## src/rtl/bsr_pkg.sv

```systemverilog
package bsr_pkg;

    localparam int WINDOW      = 64;
    localparam int STORE_DEPTH = 64;
    localparam int SLOT_W      = $clog2(STORE_DEPTH);
    localparam int WIN_W       = $clog2(WINDOW + 1);
    localparam int CNT_W       = $clog2(STORE_DEPTH + 1);
    localparam int QUEUE_DEPTH = 2;
    localparam int QPTR_W      = $clog2(QUEUE_DEPTH);
    localparam int QFILL_W     = $clog2(QUEUE_DEPTH + 1);

    localparam logic OP_DATA   = 1'b0;
    localparam logic OP_MARKER = 1'b1;

    typedef struct packed {
        logic        operation;
        logic [63:0] stream_index;
        logic [7:0]  data_byte;
        logic        is_final;
        logic [15:0] space_available;
    } in_item_t;

    typedef struct packed {
        logic        has_byte;
        logic [7:0]  out_byte;
        logic        last_of_run;
        logic        stream_closed;
        logic [6:0]  pending_count;
    } out_item_t;

    typedef struct packed {
        logic             is_marker;
        logic [63:0]      stream_index;
        logic [7:0]       data_byte;
        logic             is_final;
        logic [WIN_W-1:0] win;
        logic [15:0]      space;
    } work_item_t;

endpackage

```

## src/rtl/bsr_front.sv

```systemverilog
module bsr_front (
    input  logic                clk,
    input  logic                rst_n,
    input  logic                item_valid,
    output logic                item_stall,
    input  bsr_pkg::in_item_t   item,
    output logic                work_valid,
    output bsr_pkg::work_item_t work,
    input  logic                work_pop
);
    import bsr_pkg::*;

    work_item_t           entry_reg [QUEUE_DEPTH];
    logic [QPTR_W-1:0]    wr_ptr_reg;
    logic [QPTR_W-1:0]    wr_ptr_next;
    logic [QPTR_W-1:0]    rd_ptr_reg;
    logic [QPTR_W-1:0]    rd_ptr_next;
    logic [QFILL_W-1:0]   fill_reg;
    logic [QFILL_W-1:0]   fill_next;
    work_item_t           classified;
    logic                 push;
    logic                 pop;

    // acceptance window is the smaller of downstream space and the store window
    always_comb
    begin
        classified.is_marker    = (item.operation == OP_MARKER);
        classified.stream_index = item.stream_index;
        classified.data_byte    = item.data_byte;
        classified.is_final     = item.is_final;
        classified.space        = item.space_available;
        if (item.space_available < 16'(WINDOW))
        begin
            classified.win = item.space_available[WIN_W-1:0];
        end
        else
        begin
            classified.win = WIN_W'(WINDOW);
        end
    end

    assign item_stall = (fill_reg == QFILL_W'(QUEUE_DEPTH));
    assign work_valid = (fill_reg != '0);
    assign work       = entry_reg[rd_ptr_reg];
    assign push       = item_valid && !item_stall;
    assign pop        = work_pop && work_valid;

    always_comb
    begin
        wr_ptr_next = wr_ptr_reg;
        rd_ptr_next = rd_ptr_reg;
        fill_next   = fill_reg;
        if (push)
        begin
            wr_ptr_next = (wr_ptr_reg == QPTR_W'(QUEUE_DEPTH - 1)) ? '0 : wr_ptr_reg + 1'b1;
        end
        if (pop)
        begin
            rd_ptr_next = (rd_ptr_reg == QPTR_W'(QUEUE_DEPTH - 1)) ? '0 : rd_ptr_reg + 1'b1;
        end
        if (push && !pop)
        begin
            fill_next = fill_reg + 1'b1;
        end
        else if (pop && !push)
        begin
            fill_next = fill_reg - 1'b1;
        end
    end

    always_ff @(posedge clk or negedge rst_n)
    begin
        if (!rst_n)
        begin
            wr_ptr_reg <= '0;
            rd_ptr_reg <= '0;
            fill_reg   <= '0;
        end
        else
        begin
            wr_ptr_reg <= wr_ptr_next;
            rd_ptr_reg <= rd_ptr_next;
            fill_reg   <= fill_next;
        end
    end

    always_ff @(posedge clk)
    begin
        if (push)
        begin
            entry_reg[wr_ptr_reg] <= classified;
        end
    end

endmodule

```

## src/rtl/bsr_back.sv

```systemverilog
module bsr_back (
    input  logic                clk,
    input  logic                rst_n,
    input  logic                work_valid,
    input  bsr_pkg::work_item_t work,
    output logic                work_pop,
    output logic                result_valid,
    input  logic                result_stall,
    output bsr_pkg::out_item_t  result
);
    import bsr_pkg::*;

    typedef enum logic [1:0] {
        ST_IDLE,
        ST_CHECK,
        ST_EMIT
    } state_t;

    state_t                 state_reg;
    state_t                 state_next;
    logic [7:0]             mem [STORE_DEPTH];
    logic [7:0]             rd_data_reg;
    logic                   mem_we;
    logic [STORE_DEPTH-1:0] held_valid_reg;
    logic [STORE_DEPTH-1:0] held_valid_next;
    logic [63:0]            next_exp_reg;
    logic [63:0]            next_exp_next;
    logic [CNT_W-1:0]       total_reg;
    logic [CNT_W-1:0]       total_next;
    logic                   end_known_reg;
    logic                   end_known_next;
    logic [63:0]            end_pos_reg;
    logic [63:0]            end_pos_next;
    logic                   closed_reg;
    logic                   closed_next;
    logic [15:0]            space_reg;
    logic [15:0]            space_next;
    logic [CNT_W-1:0]       count_reg;
    logic [CNT_W-1:0]       count_next;
    logic                   hold_valid_reg;
    logic                   hold_valid_next;
    logic [7:0]             hold_byte_reg;
    logic [7:0]             hold_byte_next;
    logic                   result_valid_reg;
    logic                   result_valid_next;
    out_item_t              result_reg;
    out_item_t              result_next;

    logic [SLOT_W-1:0]      slot_in;
    logic [SLOT_W-1:0]      slot_nx;
    logic [63:0]            offset;
    logic                   in_window;
    logic                   closed_now;
    logic                   out_free;
    logic                   cont;

    assign slot_in    = work.stream_index[SLOT_W-1:0];
    assign slot_nx    = next_exp_reg[SLOT_W-1:0];
    assign offset     = work.stream_index - next_exp_reg;
    assign in_window  = (offset[63:WIN_W] == '0) && (offset[WIN_W-1:0] < work.win);
    assign closed_now = closed_reg || (end_known_reg && (next_exp_reg == end_pos_reg));
    assign out_free   = !result_valid_reg || !result_stall;
    assign cont       = !closed_now && (space_reg != '0)
                        && (count_reg != CNT_W'(STORE_DEPTH)) && held_valid_reg[slot_nx];

    assign result_valid = result_valid_reg;
    assign result       = result_reg;

    always_comb
    begin
        state_next        = state_reg;
        held_valid_next   = held_valid_reg;
        next_exp_next     = next_exp_reg;
        total_next        = total_reg;
        end_known_next    = end_known_reg;
        end_pos_next      = end_pos_reg;
        closed_next       = closed_reg;
        space_next        = space_reg;
        count_next        = count_reg;
        hold_valid_next   = hold_valid_reg;
        hold_byte_next    = hold_byte_reg;
        result_valid_next = result_valid_reg && result_stall;
        result_next       = result_reg;
        mem_we            = 1'b0;
        work_pop          = 1'b0;

        case (state_reg)
            ST_IDLE:
            begin
                if (work_valid)
                begin
                    work_pop   = 1'b1;
                    space_next = work.space;
                    count_next = '0;
                    state_next = ST_CHECK;
                    if (!closed_reg)
                    begin
                        if (work.is_marker)
                        begin
                            end_known_next = 1'b1;
                            end_pos_next   = work.stream_index;
                        end
                        else
                        begin
                            // a trimmed final byte still moves the end index
                            if (work.is_final)
                            begin
                                end_known_next = 1'b1;
                                end_pos_next   = work.stream_index + 64'd1;
                            end
                            if (in_window && !held_valid_reg[slot_in])
                            begin
                                held_valid_next[slot_in] = 1'b1;
                                mem_we                   = 1'b1;
                                total_next               = total_reg + 1'b1;
                            end
                        end
                    end
                end
            end
            ST_CHECK:
            begin
                closed_next = closed_now;
                // a delivered byte waits here until we know if it ends the run
                if (cont && !hold_valid_reg)
                begin
                    state_next = ST_EMIT;
                end
                else if (out_free)
                begin
                    result_valid_next         = 1'b1;
                    result_next.has_byte      = hold_valid_reg;
                    result_next.out_byte      = hold_valid_reg ? hold_byte_reg : 8'd0;
                    result_next.last_of_run   = !cont;
                    result_next.stream_closed = closed_now;
                    result_next.pending_count = 7'(total_reg);
                    hold_valid_next           = 1'b0;
                    state_next                = cont ? ST_EMIT : ST_IDLE;
                end
            end
            ST_EMIT:
            begin
                hold_byte_next           = rd_data_reg;
                hold_valid_next          = 1'b1;
                held_valid_next[slot_nx] = 1'b0;
                total_next               = total_reg - 1'b1;
                next_exp_next            = next_exp_reg + 64'd1;
                space_next               = space_reg - 16'd1;
                count_next               = count_reg + 1'b1;
                state_next               = ST_CHECK;
            end
            default:
            begin
                state_next = ST_IDLE;
            end
        endcase
    end

    always_ff @(posedge clk or negedge rst_n)
    begin
        if (!rst_n)
        begin
            state_reg        <= ST_IDLE;
            held_valid_reg   <= '0;
            next_exp_reg     <= '0;
            total_reg        <= '0;
            end_known_reg    <= 1'b0;
            end_pos_reg      <= '0;
            closed_reg       <= 1'b0;
            space_reg        <= '0;
            count_reg        <= '0;
            hold_valid_reg   <= 1'b0;
            result_valid_reg <= 1'b0;
        end
        else
        begin
            state_reg        <= state_next;
            held_valid_reg   <= held_valid_next;
            next_exp_reg     <= next_exp_next;
            total_reg        <= total_next;
            end_known_reg    <= end_known_next;
            end_pos_reg      <= end_pos_next;
            closed_reg       <= closed_next;
            space_reg        <= space_next;
            count_reg        <= count_next;
            hold_valid_reg   <= hold_valid_next;
            result_valid_reg <= result_valid_next;
        end
    end

    always_ff @(posedge clk)
    begin
        hold_byte_reg <= hold_byte_next;
        result_reg    <= result_next;
    end

    // byte store, read address follows the next expected slot
    always_ff @(posedge clk)
    begin
        if (mem_we)
        begin
            mem[slot_in] <= work.data_byte;
        end
        rd_data_reg <= mem[slot_nx];
    end

endmodule

```

## src/rtl/byte_stream_reassembler.sv

```systemverilog
// an accepted item waits in the front queue until the back end, in its idle state, pops it;
//   the result beat is registered from the check state, and each delivered byte passes the emit
//   state and then the check state again; the back end takes a new item only when back in idle,
//   so its pace is set by the check/emit loop around the registered byte store read
// a 2-entry queue lets the front accept while the back end drains
// reset (rst_n, async, active low) clears all valid marks and control state at once;
//   store contents are not cleared and need no clearing pass
module byte_stream_reassembler (
    input  logic               clk,
    input  logic               rst_n,
    input  logic               item_valid,
    output logic               item_stall,
    input  bsr_pkg::in_item_t  item,
    output logic               result_valid,
    input  logic               result_stall,
    output bsr_pkg::out_item_t result
);
    import bsr_pkg::*;

    logic       work_valid;
    logic       work_pop;
    work_item_t work;

    bsr_front u_front (
        .clk        (clk),
        .rst_n      (rst_n),
        .item_valid (item_valid),
        .item_stall (item_stall),
        .item       (item),
        .work_valid (work_valid),
        .work       (work),
        .work_pop   (work_pop)
    );

    bsr_back u_back (
        .clk          (clk),
        .rst_n        (rst_n),
        .work_valid   (work_valid),
        .work         (work),
        .work_pop     (work_pop),
        .result_valid (result_valid),
        .result_stall (result_stall),
        .result       (result)
    );

endmodule

```

## config.mk

```make
export PLATFORM = sky130hd
export DESIGN_NAME = byte_stream_reassembler
export DESIGN_NICKNAME = d
export VERILOG_FILES = /design/src/rtl/bsr_pkg.sv /design/src/rtl/bsr_front.sv /design/src/rtl/bsr_back.sv /design/src/rtl/byte_stream_reassembler.sv
export SDC_FILE = /design/constraint.sdc
export NUM_CORES = 2
export LEC_CHECK = 0
export ABC_AREA = 1
export BUFFER_PORTS_ARGS = -buffer_cell sky130_fd_sc_hd__buf_2
export CAP_MARGIN = 0
export CORE_ASPECT_RATIO = 0.9
export CORE_UTILIZATION = 40
export DETAILED_ROUTE_END_ITERATION = 10
export GPL_TIMING_DRIVEN = 0
export PLACE_DENSITY = 0.68
export SYNTH_ARGS = -nofsm -noshare
export SYNTH_HDL_FRONTEND = slang
export SYNTH_SLANG_ARGS = --single-unit
```

## constraint.sdc

```tcl
create_clock -name clk -period 5.1 [get_ports clk]
set_input_delay 0.51 -clock clk [delete_from_list [all_inputs] [get_ports clk]]
set_output_delay 0.51 -clock clk [all_outputs]
set_load 0.05 [all_outputs]
```

==> impl_metrics.env <==
export IMPL_ys_seq_area_share_pct=57.51
export IMPL_critPathCaptureType="register"
export IMPL_htreeDepth=3
export IMPL_die_w_um=369.4
export IMPL_crit_path_start_kind="register"
export IMPL_ys_ff_latch=972
export IMPL_wl_met2_mm=70.94
export IMPL_grt_pass1_wl_mm=257.4
export IMPL_ys_async_sr_fraction_pct=23.87
export IMPL_core_um2=119700
export IMPL_holdPathStages=1
export IMPL_cts_reportedPaths_clkPinSlew_ns=0.07
export IMPL_finalMaxSlewViolations=20
export IMPL_synth_edf_count=732
export IMPL_grt_overflow_total=0
export IMPL_placed_cells=6786
export IMPL_yosysUniqueCellTypes=73
export IMPL_dpl_hpwl_mm=130.9
export IMPL_cp_required_ns=5.66
export IMPL_syn2layout_area_growth_pct=20.37
export IMPL_cp_num_cells=11
export IMPL_antenna_found_initial=4
export IMPL_timing_final_ws_setup_ns=-0.2072
export IMPL_worstMarginPinSlew_ns=1.610
export IMPL_cp_data_arrival_time_ns=5.86
export IMPL_reg2reg_depth=11
export IMPL_violations="DRC, capacitance limit, slew limit, setup timing"
export IMPL_place_ws_ns=-1.616
export IMPL_critPathKind="register to register"
export IMPL_cts_root_buffer="clkbuf_16"
export IMPL_max_freq_mhz=188.4
export IMPL_status="complete, but fails checks"
export IMPL_skew_ns=0.04597
export IMPL_gp_congestion=1.029
export IMPL_wl_met1_mm=77.69
export IMPL_critical_path_top_delay_family="buffers and inverters"
export IMPL_path_max_fanout=10
export IMPL_max_cap_viol_count=2
export IMPL_ff_latch_area_um2=27950
export IMPL_final_nets=5662
export IMPL_clock_sinks=972
export IMPL_drive_gt1_share_pct=14.33
export IMPL_power_uw=29180
export IMPL_cts_inserted_buffers=98
export IMPL_period_share_pct=104.1
export IMPL_vias=41332
export IMPL_crit_chain="buf_2 > clkinv_1 > nand3_1 > inv_1 > buf_2 > buf_2 > buf_1 > a221oi_1 > a21oi_1 > nor3b_1 > nand2_1"
export IMPL_grt_pass1_vias=37928
export IMPL_fillers=10787
export IMPL_cp_buffers_inverters=6
export IMPL_wl_per_cell_um=25.42
export IMPL_track_usage_pct=28.87
export IMPL_tritoncts="yes"
export IMPL_drc=12
export IMPL_rows=120
export IMPL_syn_area_um2=48590
export IMPL_setup_tns_ns=-0.5014
export IMPL_synthFlopType="edfxtp_1"
export IMPL_power_density_nw_per_um2=498.8
export IMPL_hold_viol=0
export IMPL_initial_utilization_pct=40.61
export IMPL_pin_count=114
export IMPL_largest_register_ffs=512
export IMPL_multi_input_area_um2=19220
export IMPL_p_leak_uw=0.02276
export IMPL_synth_area_per_cell_um2=9.590
export IMPL_clockBufferDepth=3
export IMPL_die_y_um=332.7
export IMPL_holdCritPathClass="input port to register"
export IMPL_ant_nets=0
export IMPL_cp_common_cell="buf_2"
export IMPL_worstSkewPairLatency_ns=0.75
export IMPL_dieArea_um2=122900
export IMPL_holdWs_ns=0.03878
export IMPL_max_slew_margin_rel_pct=-7.700
export IMPL_portBuffers=113
export IMPL_wl_met3_mm=27.37
export IMPL_rsz0062_at_grt="true"
export IMPL_grt_start_max_net_pins=107
export IMPL_vias_per_cell=5.793
export IMPL_routed_top_layer="met5"
export IMPL_slowest_stage="nor3b_1"
export IMPL_setup_viol=7
export IMPL_syn_nets=5263
export IMPL_drtIter0Drc=6627
export IMPL_dr_pass1_iters=9
export IMPL_cpPeakStageDelay_ns=0.88
export IMPL_wirelength_mm=181.4
export IMPL_irDropWorstVdd_v=0.0004575
export IMPL_synth_warning_count=0
export IMPL_fin_cells=7135
export IMPL_netlist_instances=5067
export IMPL_period_needed_ns=5.307
==> per-layer routing <==
layer	track usage (%)	vias up
met2	38.48	2794
met3	10.32	385
li1	-	18149
met5	0.3140	-
met4	7.787	4
met1	43.48	20000
==> metrics by stage <==
step,utilization (%),area [um2]
after floorplan,-,48600
after global placement,42.74,51150
after detailed placement,43.14,51630
after CTS,48.20,57680
after global routing,48.87,58480
final,48.88,58490
==> kinds of logic after synthesis <==
group,Yosys count,share of synthesized area (%)
and+or+nand+nor,2365,21.34
DFF,972,57.51
AOI/OAI and AO/OA,765,9.741
buffers and inverters,699,5.778
xor gates and xnor gates,157,2.830
adders and majority gates,102,2.657
muxes,7,0.1442
==> cell usage in the layout, fill, tap and decap left out, types with 108 or more instances in the layout <==
master / instances
nand3_1: 247
edfxtp_1: 732
nand2_1: 1309
buf_2: 143
o21ai_0: 255
dfrtp_1: 232
nor2_1: 336
xor2_1: 131
inv_1: 510
a21oi_1: 108
==> synth_stat cells, drive strengths merged (77+ instances only) <==
library cell / n / share of area (%)
o21ai: 328 / 3.4
xor2: 131 / 2.4
edfxtp: 732 / 45
nand4: 105 / 1.4
inv: 528 / 4.1
clkbuf: 77 / 0.60
ha: 100 / 2.6
nor3: 83 / 0.95
a21oi: 130 / 1.3
nand2: 1351 / 11
dfrtp: 232 / 12
nand3: 253 / 2.6
nor2: 451 / 4.0
buf: 84 / 1.0
==> cell type report <==
| cell class | instances | share of cell area [%] |
|---|---|---|
| antenna | 2 | 0.008557 |
| buffer | 159 | 1.532 |
| clock buffer | 129 | 4.482 |
| clock inverter | 52 | 1.018 |
| inverter | 538 | 3.487 |
| multi-input combinational | 3396 | 32.86 |
| sequential | 972 | 47.78 |
| tap | 1586 | 3.393 |
| timing repair buffer | 301 | 5.436 |
==> power breakdown <==
part           leakage, uW  internal (uW)  switching [uW]  total [uW]
Sequential         0.00980           9990             381       10400
Clock              0.00154           4020            3260        7280
Combinational       0.0114           3360            8170       11500
==> final timing paths <==
check	start	end	slack, ns
setup / recovery	u_back.next_exp_reg[1]	u_back.rd_data_reg[7]	-0.21
hold / removal	item[47]	u_front.entry_reg[0][54]	0.04
setup reg to reg	u_back.next_exp_reg[1]	u_back.rd_data_reg[7]	-0.21
hold reg to reg	u_back.rd_data_reg[4]	u_back.hold_byte_reg[4]	0.40
max in group asynchronous	rst_n	u_back.held_valid_reg[49]	3.59
min in group asynchronous	rst_n	u_back.next_exp_reg[57]	0.20
==> timing repair <==
action | CTS | global route
pin swaps | 56 | 20
hold endpoints to repair | 251 | 0
setup endpoints to repair | 583 | 521
hold buffers | 90 | 0
buffers inserted | 58 | 19
resized for setup | 253 | 141
gates cloned | 0 | 0
No activity file was read; power rests on OpenSTA's default activity.
